### config.mk
export PLATFORM = sky130hd
export DESIGN_NAME = sicrs_search_ctrl
export DESIGN_NICKNAME = d
export VERILOG_FILES = /design/src/design/sicrs_pkg.sv /design/src/design/sicrs_search_ctrl.sv
export SDC_FILE = /design/constraint.sdc
export NUM_CORES = 1
export LEC_CHECK = 0
export CORE_UTILIZATION = 54
export DETAILED_ROUTE_END_ITERATION = 7
export DONT_BUFFER_PORTS = 1
export PLACE_DENSITY = 0.69
export SLEW_MARGIN = 0
export SYNTH_ARGS = -nofsm -noshare
export SYNTH_HDL_FRONTEND = slang
export SYNTH_SLANG_ARGS = --single-unit
### constraint.sdc
create_clock -name clock -period 8.1 [get_ports clock]
set_clock_uncertainty 0.1 [all_clocks]
set_input_delay 0 -clock clock [delete_from_list [all_inputs] [get_ports clock]]
set_output_delay 0 -clock clock [all_outputs]
set_load 0.05 [all_outputs]
### src/design/sicrs_pkg.sv
// ----------------------------------------------------------------------------
// sicrs_pkg
// Shared widths, comparison kind codes and item types for the set-id column
// range search block.
// ----------------------------------------------------------------------------
package sicrs_pkg;

   localparam int ROWS_DEFAULT = 1024;

   localparam int IDX_W  = 10;   // load row field
   localparam int VAL_W  = 10;   // stored set identifier
   localparam int KEY_W  = 32;   // query key
   localparam int KIND_W = 3;    // comparison kind
   localparam int POS_W  = 11;   // row positions and range bounds

   localparam logic             OP_LOAD  = 1'b0;
   localparam logic             OP_QUERY = 1'b1;

   localparam logic [KIND_W-1:0] KIND_EQ       = 3'd0;
   localparam logic [KIND_W-1:0] KIND_NE       = 3'd1;
   localparam logic [KIND_W-1:0] KIND_LT       = 3'd2;
   localparam logic [KIND_W-1:0] KIND_LE       = 3'd3;
   localparam logic [KIND_W-1:0] KIND_GT       = 3'd4;
   localparam logic [KIND_W-1:0] KIND_GE       = 3'd5;
   localparam logic [KIND_W-1:0] KIND_NOT_NULL = 3'd6;
   localparam logic [KIND_W-1:0] KIND_EMPTY    = 3'd7;

   typedef struct packed {
      logic [KIND_W-1:0] compare_kind;
      logic [KEY_W-1:0]  key_value;
      logic [POS_W-1:0]  range_lo;
      logic [POS_W-1:0]  range_hi;
   } query_type;

   typedef struct packed {
      logic [POS_W-1:0] result_lo;
      logic [POS_W-1:0] result_hi;
      logic             complement;
   } result_type;

endpackage

### src/design/sicrs_search_ctrl.sv
// ----------------------------------------------------------------------------
// sicrs_search_ctrl
// Query sequencer: set-id shortcut checks for the lower bound, then a halving
// search for the upper bound, one column read per cycle.
// ----------------------------------------------------------------------------
module sicrs_search_ctrl
   import sicrs_pkg::*;
#(
   parameter int ROWS = ROWS_DEFAULT
) (
   input  logic                     clock,
   input  logic                     reset,
   input  logic                     start,
   input  query_type                query,
   input  logic                     out_free,
   input  logic [VAL_W-1:0]         rd_data,
   output logic [$clog2(ROWS)-1:0]  rd_addr,
   output logic                     idle,
   output logic                     res_valid,
   output result_type               res
);

   localparam int AW = $clog2(ROWS);
   localparam logic [KEY_W-1:0] ROWS_U   = KEY_W'(ROWS);
   localparam logic [POS_W-1:0] ROWS_POS = POS_W'(ROWS);

   typedef enum logic [6:0] {
      S_IDLE    = 7'b0000001,
      S_LB_LO   = 7'b0000010,
      S_LB_KEY  = 7'b0000100,
      S_LB_KCHK = 7'b0001000,
      S_UB_INIT = 7'b0010000,
      S_UB_STEP = 7'b0100000,
      S_DONE    = 7'b1000000
   } state_type;

   function automatic logic need_lb_f(input logic [KIND_W-1:0] kind);
      logic r;
      case (kind) inside
         KIND_EQ, KIND_NE, KIND_LT, KIND_GE: r = 1'b1;
         default:                            r = 1'b0;
      endcase
      return r;
   endfunction

   function automatic logic need_ub_f(input logic [KIND_W-1:0] kind);
      logic r;
      case (kind) inside
         KIND_EQ, KIND_NE, KIND_LE, KIND_GT: r = 1'b1;
         default:                            r = 1'b0;
      endcase
      return r;
   endfunction

   state_type         state_ff, state_in;
   logic [KIND_W-1:0] kind_ff, kind_in;
   logic [KEY_W-1:0]  key_ff, key_in;
   logic [POS_W-1:0]  lo_ff, lo_in;
   logic [POS_W-1:0]  hi_ff, hi_in;
   logic              empty_ff, empty_in;
   logic              lb_pend_ff, lb_pend_in;
   logic [POS_W-1:0]  lb_ff, lb_in;
   logic [POS_W-1:0]  ub_ff, ub_in;
   logic [POS_W-1:0]  first_ff, first_in;
   logic [POS_W-1:0]  count_ff, count_in;
   logic [POS_W-1:0]  step_ff, step_in;
   logic [POS_W-1:0]  mid_ff, mid_in;

   logic [POS_W-1:0]  lo_sat, hi_sat;
   logic              key_in_range, key_hit;
   logic [POS_W-1:0]  init_first, init_count, init_step;
   logic [POS_W-1:0]  nxt_first, nxt_count;
   logic [POS_W-1:0]  rd_pos;

   assign lo_sat = (KEY_W'(query.range_lo) > ROWS_U) ? ROWS_POS : query.range_lo;
   assign hi_sat = (KEY_W'(query.range_hi) > ROWS_U) ? ROWS_POS : query.range_hi;

   assign key_hit      = (KEY_W'(rd_data) == key_ff);
   assign key_in_range = (key_ff >= KEY_W'(lo_ff)) && (key_ff < KEY_W'(hi_ff));

   // The search window starts at the larger of the key and range_lo. Only
   // used when the key is below range_hi, so the key fits a row position.
   assign init_first = (key_ff > KEY_W'(lo_ff)) ? key_ff[POS_W-1:0] : lo_ff;
   assign init_count = hi_ff - init_first;
   assign init_step  = init_count >> 1;

   always_comb begin
      if (KEY_W'(rd_data) > key_ff) begin
         nxt_first = first_ff;
         nxt_count = step_ff;
      end else begin
         nxt_first = mid_ff + POS_W'(1);
         nxt_count = count_ff - step_ff - POS_W'(1);
      end
   end

   always_comb begin
      state_in   = state_ff;
      kind_in    = kind_ff;
      key_in     = key_ff;
      lo_in      = lo_ff;
      hi_in      = hi_ff;
      empty_in   = empty_ff;
      lb_pend_in = lb_pend_ff;
      lb_in      = lb_ff;
      ub_in      = ub_ff;
      first_in   = first_ff;
      count_in   = count_ff;
      step_in    = step_ff;
      mid_in     = mid_ff;
      rd_pos     = lo_ff;
      case (state_ff)
         S_IDLE: begin
            if (start) begin
               kind_in    = query.compare_kind;
               key_in     = query.key_value;
               lo_in      = lo_sat;
               hi_in      = hi_sat;
               empty_in   = (lo_sat >= hi_sat);
               lb_pend_in = 1'b0;
               if ((lo_sat >= hi_sat) ||
                   !(need_lb_f(query.compare_kind) || need_ub_f(query.compare_kind))) begin
                  state_in = S_DONE;
               end else if (need_lb_f(query.compare_kind)) begin
                  state_in = S_LB_LO;
               end else begin
                  state_in = S_UB_INIT;
               end
            end
         end
         S_LB_LO: begin
            rd_pos   = lo_ff;
            state_in = S_LB_KEY;
         end
         S_LB_KEY: begin
            rd_pos = key_ff[POS_W-1:0];
            if (key_hit) begin
               lb_in    = lo_ff;
               state_in = need_ub_f(kind_ff) ? S_UB_INIT : S_DONE;
            end else if (key_in_range) begin
               state_in = S_LB_KCHK;
            end else begin
               lb_pend_in = 1'b1;
               state_in   = S_UB_INIT;
            end
         end
         S_LB_KCHK: begin
            if (key_hit) begin
               lb_in    = key_ff[POS_W-1:0];
               state_in = need_ub_f(kind_ff) ? S_UB_INIT : S_DONE;
            end else begin
               lb_pend_in = 1'b1;
               state_in   = S_UB_INIT;
            end
         end
         S_UB_INIT: begin
            rd_pos = init_first + init_step;
            if (key_ff >= KEY_W'(hi_ff)) begin
               ub_in    = hi_ff;
               if (lb_pend_ff) begin
                  lb_in = hi_ff;
               end
               state_in = S_DONE;
            end else begin
               first_in = init_first;
               count_in = init_count;
               step_in  = init_step;
               mid_in   = init_first + init_step;
               state_in = S_UB_STEP;
            end
         end
         S_UB_STEP: begin
            rd_pos = nxt_first + (nxt_count >> 1);
            if (nxt_count == '0) begin
               ub_in = nxt_first;
               if (lb_pend_ff) begin
                  lb_in = nxt_first;
               end
               state_in = S_DONE;
            end else begin
               first_in = nxt_first;
               count_in = nxt_count;
               step_in  = nxt_count >> 1;
               mid_in   = nxt_first + (nxt_count >> 1);
            end
         end
         S_DONE: begin
            if (out_free) begin
               state_in = S_IDLE;
            end
         end
         default: begin
            state_in = S_IDLE;
         end
      endcase
   end

   always_ff @(posedge clock) begin
      if (reset) begin
         state_ff   <= S_IDLE;
         lb_pend_ff <= 1'b0;
      end else begin
         state_ff   <= state_in;
         lb_pend_ff <= lb_pend_in;
      end
   end

   always_ff @(posedge clock) begin
      kind_ff  <= kind_in;
      key_ff   <= key_in;
      lo_ff    <= lo_in;
      hi_ff    <= hi_in;
      empty_ff <= empty_in;
      lb_ff    <= lb_in;
      ub_ff    <= ub_in;
      first_ff <= first_in;
      count_ff <= count_in;
      step_ff  <= step_in;
      mid_ff   <= mid_in;
   end

   // Read positions are cut to the address width; only reads of rows below range_hi are used.
   assign rd_addr = AW'(rd_pos);

   always_comb begin
      res = '0;
      if (!empty_ff) begin
         case (kind_ff)
            KIND_EQ:       res = '{result_lo: lb_ff, result_hi: ub_ff, complement: 1'b0};
            KIND_NE:       res = '{result_lo: lb_ff, result_hi: ub_ff, complement: 1'b1};
            KIND_LT:       res = '{result_lo: lo_ff, result_hi: lb_ff, complement: 1'b0};
            KIND_LE:       res = '{result_lo: lo_ff, result_hi: ub_ff, complement: 1'b0};
            KIND_GT:       res = '{result_lo: ub_ff, result_hi: hi_ff, complement: 1'b0};
            KIND_GE:       res = '{result_lo: lb_ff, result_hi: hi_ff, complement: 1'b0};
            KIND_NOT_NULL: res = '{result_lo: lo_ff, result_hi: hi_ff, complement: 1'b0};
            default:       res = '0;
         endcase
      end
   end

   assign idle      = (state_ff == S_IDLE);
   assign res_valid = (state_ff == S_DONE) && out_free;

   a_start_when_idle: assert property (@(posedge clock) disable iff (reset)
      start |-> state_ff == S_IDLE)
      else $error("query started while a search is in progress");

   a_step_count_nonzero: assert property (@(posedge clock) disable iff (reset)
      state_ff == S_UB_STEP |-> count_ff != '0)
      else $error("search step entered with an empty window");

   a_window_in_range: assert property (@(posedge clock) disable iff (reset)
      state_ff == S_UB_STEP |->
         (POS_W+1)'(first_ff) + (POS_W+1)'(count_ff) <= (POS_W+1)'(hi_ff))
      else $error("search window extends past range_hi");

   a_result_ordered: assert property (@(posedge clock) disable iff (reset)
      res_valid |-> res.result_lo <= res.result_hi)
      else $error("result range is inverted");

endmodule

==> run metrics, run 1 <==
RSZ-0062 raised after global routing=false; mapped cell area=approximately 9000 sq um; Synth Instances=982; final core occ=65.5%; Cell Rows=46; setup violators final=0; Area growth syn-to-layout=16.4%; IO Count=106; Slew @ Worst Pin=1.22 ns; register bit total from synthesis=121; dpl cells=1,179; type of the worst setup path=reg2out; nets=1,201; sequential-to-total area share from yosys stat=39.2%; Slew Limit Headroom=18.4%; total power=between 2 and 3 mW; Max Freq=0.152 GHz; root buffer cell=clkbuf_16; Starting Density=56.2%; clk_lat worst skew=0.43 ns; TritonCTS clock tree=yes; WP data arrival=~6.5 ns; Leak=4.35 nW; Total GRT Usage=32.1%; Tightest Hold Check Type=in2reg; routed vias=7,970; PortBufs=0; largest fanout on the critical path=13; CP Data Required Time=8.00 ns; Min Hold Slack=0.0729 ns; Post-route DRC=0; initial antenna violation count=1; count leader, synth=edfxtp_1; Sum Neg Setup Slack=0 ns; Power Density=between 200 and 300 nW/um^2; minimum clock period=6.58 ns; Die Y=132 um; Die Width=between 100 and 150 um; average cell area after synthesis=9.23 sq um; Syn Nets=1,141; Worst-path clk slew=0.06 ns; synth unique cells=68; per-cell routed wire length=21.4 um; EDFF count, synth=113; dominant cell type by area after synthesis=edfxtp_1; Design Area, Final=10,500 sq um; DP Worst Slack=between 2 and 2.5 ns; Final Cycle Share=81.2%; Final Hold Vio Count=0; global-route wire length before repair=42,000 um; DIE AREA=~17,000 sq um; final WL=approximately 27,000 um; clk sinks=121; layout cells sized above 1=between 8 and 9%; maxcap violations=0; Max Slew Vio Count=0; run status=completed; Post-synth top flop=edfxtp_1; Clock Tree Buf Depth=2; VDD IR-drop max=0.181 mV; Yosys warnings=0; ys async rst share=0%; drt pass-1 iters=6; Reg2Reg Launch Point=key_ff[14]; Worst setup EP type=primary output; routed vias/inst=6.27; Reg2Reg Depth=20; Startpoint Class=flip-flop; grt ovf=0; Layout Cells excl Fill=1,271; Area after DPL=around 9400 sq um; hold_sp=out_free; WHS Path Cells=6; routability cong.=slightly below 1; top cells by count, synth=113 x edfxtp_1, 94 x nor2_1, 84 x ha_1, 80 x nand2_1, 77 x inv_1; Iter 0 DRT Violations=1,035; final antenna-violating net count=0; largest net degree at the start of global routing=60; vias in the first global route=7,650; Yosys top cell area share=37.5%; n_diodes=0; synth top area cells=edfxtp_1 37%, ha_1 12%, nor2_1 3.9%; DP Wirelength=19,700 um; Setup WS post-layout=between 1.5 and 2 ns; H-tree depth=4; PostCTS Resize Cnt=0; Critical Path Start=key_ff[14]; core area=approximately 16,000 sq um; CTS Buf Count=17
[flip-flops by register name, indices dropped and copies added (netlist names)]
signal	count
count_ff	10
empty_ff	1
first_ff	11
hi_ff	11
key_ff	32
kind_ff	3
lb_ff	11
lb_pend_ff	1
lo_ff	11
mid_ff	11
state_ff	7
step_ff	1
ub_ff	11
[logic make-up (layout without fill, tap and decap cells)]
logic type	count (synthesis)	in the layout	synth area share, %
xor gates and xnor gates	45	45	4.43
AOI/OAI and AO/OA	276	276	19.9
muxes	12	12	1.44
and+or+nand+nor	324	324	17.6
adders and majority gates	88	88	12.5
buffers and inverters	116	189	4.96
DFF	121	121	39.2
[final cells by class]
| class | count | area (sq um) |
|---|---|---|
| repair buffers | 79 | 743 |
| clock buffers | 18 | 429 |
| inverters | 78 | 293 |
| multi-input cells | 745 | 5120 |
| flip-flops and latches | 121 | 3550 |
| well taps | 216 | 270 |
| fillers | 1328 | 5570 |
| clock inverters | 14 | 136 |
[repair_timing]
action | in CTS | in global routing
hold endpoints to repair | 66 | 0
hold buffers | 60 | 0
setup buffers | 0 | 0
[path summary, 6_finish.rpt]
| check | to | slack [ns] |
|---|---|---|
| setup reg to reg | mid_ff[10] | 2.39 |
| hold reg to reg | lb_pend_ff | 0.38 |
| hold / removal | state_ff[0] | 0.07 |
| setup / recovery | rd_addr[9] | 1.52 |
[cell usage in the layout, fill, tap and decap left out, drive strengths merged, types with 19 or more instances in the layout]
cell / instances
edfxtp: 113
nor2: 94
ha: 84
inv: 83
nand2: 81
a21oi: 68
dlygate4sd3: 60
o21ai: 56
nor3: 33
a21o: 31
xnor2: 29
nor2b: 22
buf: 19
[worst max-delay path, cell delays in order, from the launching register on]
cell      delay (ns)
edfxtp_1        0.37
or4_4           0.55
or2_4           0.27
or4_4           0.54
o21ai_2         0.09
nand2_2         0.20
a21oi_1         0.51
ha_1            0.33
a21o_1          0.17
a21o_1          0.20
a31oi_1         0.23
nor2b_1         0.20
xnor2_1         0.10
ha_1            0.33
o21ai_0         0.13
o21ai_0         0.15
o311ai_0        0.23
o21ai_0         0.28
xor2_1          0.20
a21oi_1         0.10
a221oi_2        0.86
[report_power, final]
group | switching [mW] | internal [mW]
registers | 0.100 | 0.828
logic | 0.754 | 0.456
clock network | 0.306 | 0.427
[per-layer routing]
| layer | part of all wire (%) | vias up | track usage, % |
|---|---|---|---|
| li1 | - | 3740 | - |
| met2 | 44 | 453 | 48.2 |
| met3 | 11 | 74 | 9.72 |
| met1 | 42 | 3701 | 42.7 |
| met5 | 0.21 | - | 2.63 |
| met4 | 3.4 | 2 | 13.0 |
No activity file was read; power rests on OpenSTA's default activity.
==> run 2, diff against run 1 <==
- PLACE_DENSITY: 0.69 -> 0.72
- clock period: 8.1 -> 5.6 ns (I/O delays scaled with it)
==> run 2 against run 1 <==
  * The run now ends with negative setup slack left
  * Sequential power up 40%
  * Wire length up 5.4%
  * Final cell count up 3.9%
  * Hold slack better by 0.0057 ns
  * Final area up 5.8%
  * Count of clock-buffer cells in the layout down 1
  * Sequential share of layout area down 1.8 points
  * Critical path type unchanged
  * Largest cell class unchanged
  * Highest routed layer is now met4
==> run metrics, run 2 (synthesis gave the netlist of run 1 again) <==
DIE AREA=17,300 sq um (unchanged); most frequent cells in the layout=113 x edfxtp_1, 93 x nor2_1, 79 x nand2_1, 78 x ha_1, 76 x inv_1; setup slack, reg-to-reg=0.14 ns (-2.25 ns); setup violators final=4 (+4); minimum clock period=5.77 ns; final antenna-violating net count=0 (unchanged); Startpoint Class=flip-flop; Clock Tree Buf Depth=2 (unchanged); fill count=1,229 (-7.5%); global-route wire length before repair=44,200 um (+5.0%); Die Width=132 um (unchanged); final WL=28,700 um (+5.4%); Worst-path clk slew=0.06 ns (about the same); Starting Density=56.2% (unchanged); H-tree depth=4 (unchanged); Area growth syn-to-layout=23.1%; RSZ-0062 raised after global routing=true; root buffer cell=clkbuf_16; Largest register FFs=32 (unchanged); register area=3550 sq um (unchanged); Setup WS post-layout=-0.166 ns (-1.69 ns); TritonCTS clock tree=yes; Post-route DRC=0 (unchanged); clk_lat worst skew=0.43 ns (about the same); Layout Cells excl Fill=1,320 (+3.9%); crit path cell chain=or4_4, or2_4, or4_4, o21ai_4, nand2_4, mux2_4, ha_4, inv_2, fa_2, a21oi_2, inv_1, a21oi_2, xnor2_1, ha_2, o21ai_2, o21ai_1, o311ai_1, buf_4, o21ai_2, xor2_1, a21oi_1, a221oi_2, buf_6; core area=16,100 sq um (unchanged); Leak=4.64 nW (+6.6%); clk sinks=121 (unchanged); WP data arrival=5.67 ns (-0.81 ns); CTS Buf Count=17 (unchanged); commonest non-fill, non-tap cell in the layout=edfxtp_1; nets=1,250 (+4.1%); total power=4.61 mW (+61%); Design Area, Final=11,200 sq um (+5.8%); run status=finished, violations left; maxcap violations=0 (unchanged); Critical Path Slowest Stage Cell=or4_4; n_diodes=0 (unchanged); per-cell routed wire length=21.7 um (+1.5%); VDD IR-drop max=0.265 mV (+46%); Area after DPL=9620 sq um (+2.5%); routability cong.=0.989 (+0.25%); failing checks=negative setup slack; routed vias=8,365 (+5.0%); largest net degree at the start of global routing=44 (-27%); Total GRT Usage=33.1% (+1.0 points); IO Count=106 (unchanged); DP Wirelength=20,300 um (+3.1%); routed vias/inst=6.34 (+1.1%); PortBufs=0 (unchanged); Slew Limit Headroom=25.8% (+7.4 points); Max Freq=0.173 GHz; area occupied by multi-input gates=5330 sq um (+4.0%); dpl cells=1,209 (+2.5%); Slew @ Worst Pin=1.11 ns (-0.111 ns); drt pass-1 iters=6 (unchanged); Cell Rows=46 (unchanged); Tightest Hold Check Type=in2reg; initial antenna violation count=0 (-1); most flop-heavy register=key_ff; Die Y=132 um (unchanged); Max Slew Vio Count=0 (unchanged); Power Density=414 nW/um^2 (+52%); largest fanout on the critical path=7 (-6); Min Hold Slack=0.0786 ns (+0.00573 ns); Final Hold Vio Count=0 (unchanged); layout cells sized above 1=15.6% (+7.2 points); Worst setup EP type=primary output; vias in the first global route=8,200 (+7.2%); type of the worst setup path=reg2out; CP Data Required Time=5.50 ns (-2.50 ns); CP max stage delay=0.58 ns (-0.28 ns); Final Cycle Share=103%; Iter 0 DRT Violations=928 (-10%); grt ovf=0 (unchanged)
-- run 2: final timing paths --
path,cells after the start,to,startpoint
setup / recovery,23,rd_addr[9],key_ff[12]
hold / removal,6,state_ff[0],out_free
hold reg to reg,2,lb_pend_ff,lb_pend_ff
setup reg to reg,23,mid_ff[10],key_ff[12]
-- run 2: power breakdown --
group / leakage, nW / total [mW] / internal, mW / switching, mW
logic: 3.23 / 2.17 / 0.891 / 1.28
registers: 1.11 / 1.30 / 1.19 / 0.108
clock network: 0.295 / 1.14 / 0.672 / 0.467
total: 4.64 / 4.61 / 2.76 / 1.86
-- run 2: worst max-delay path, delay by kind of cell (launching register included) --
family / cells / cell delay, ns
simple gates: 4 / 1.54
compound gates: 9 / 1.39
fa+ha+maj: 3 / 0.84
buf+inv: 4 / 0.49
flops: 1 / 0.37
xor+xnor: 2 / 0.32
mux: 1 / 0.26
-- run 2: per-stage QoR --
step | setup TNS [ns] | util (%) | worst slack (ns)
CTS | 0 | 67.9 | 0.00383
finish | -0.325 | 69.2 | -0.166
global placement | 0 | 59.7 | 0.227
floorplan | 0 | - | 0.0559
detailed placement | 0 | 59.7 | 0.130
global route | -0.535 | 69.2 | -0.231
-- run 2: area by class of cell --
cell class | instances | share of cell area [%]
clock buffer | 17 | 3.81
clock inverter | 15 | 1.58
multi-input combinational | 745 | 47.7
sequential | 121 | 31.8
tap | 216 | 2.42
inverter | 78 | 2.62
timing repair buffer | 128 | 9.97
-- run 2: timing repair --
item,4_1_cts,5_1_grt
pin swaps,11,26
setup endpoints to repair,2,7
resized for setup,17,27
buffers inserted,9,11
endpoints found under the hold margin,66,0
hold buffers,59,0
-- run 2: metal layers --
metal  vias up  track usage (%)  wire, um
met2       513             53.1     13300
met5         -                0         0
met4         0             17.2      1400
li1       3838                -         -
met3       103             6.25      2600
met1      3911             42.5     11400
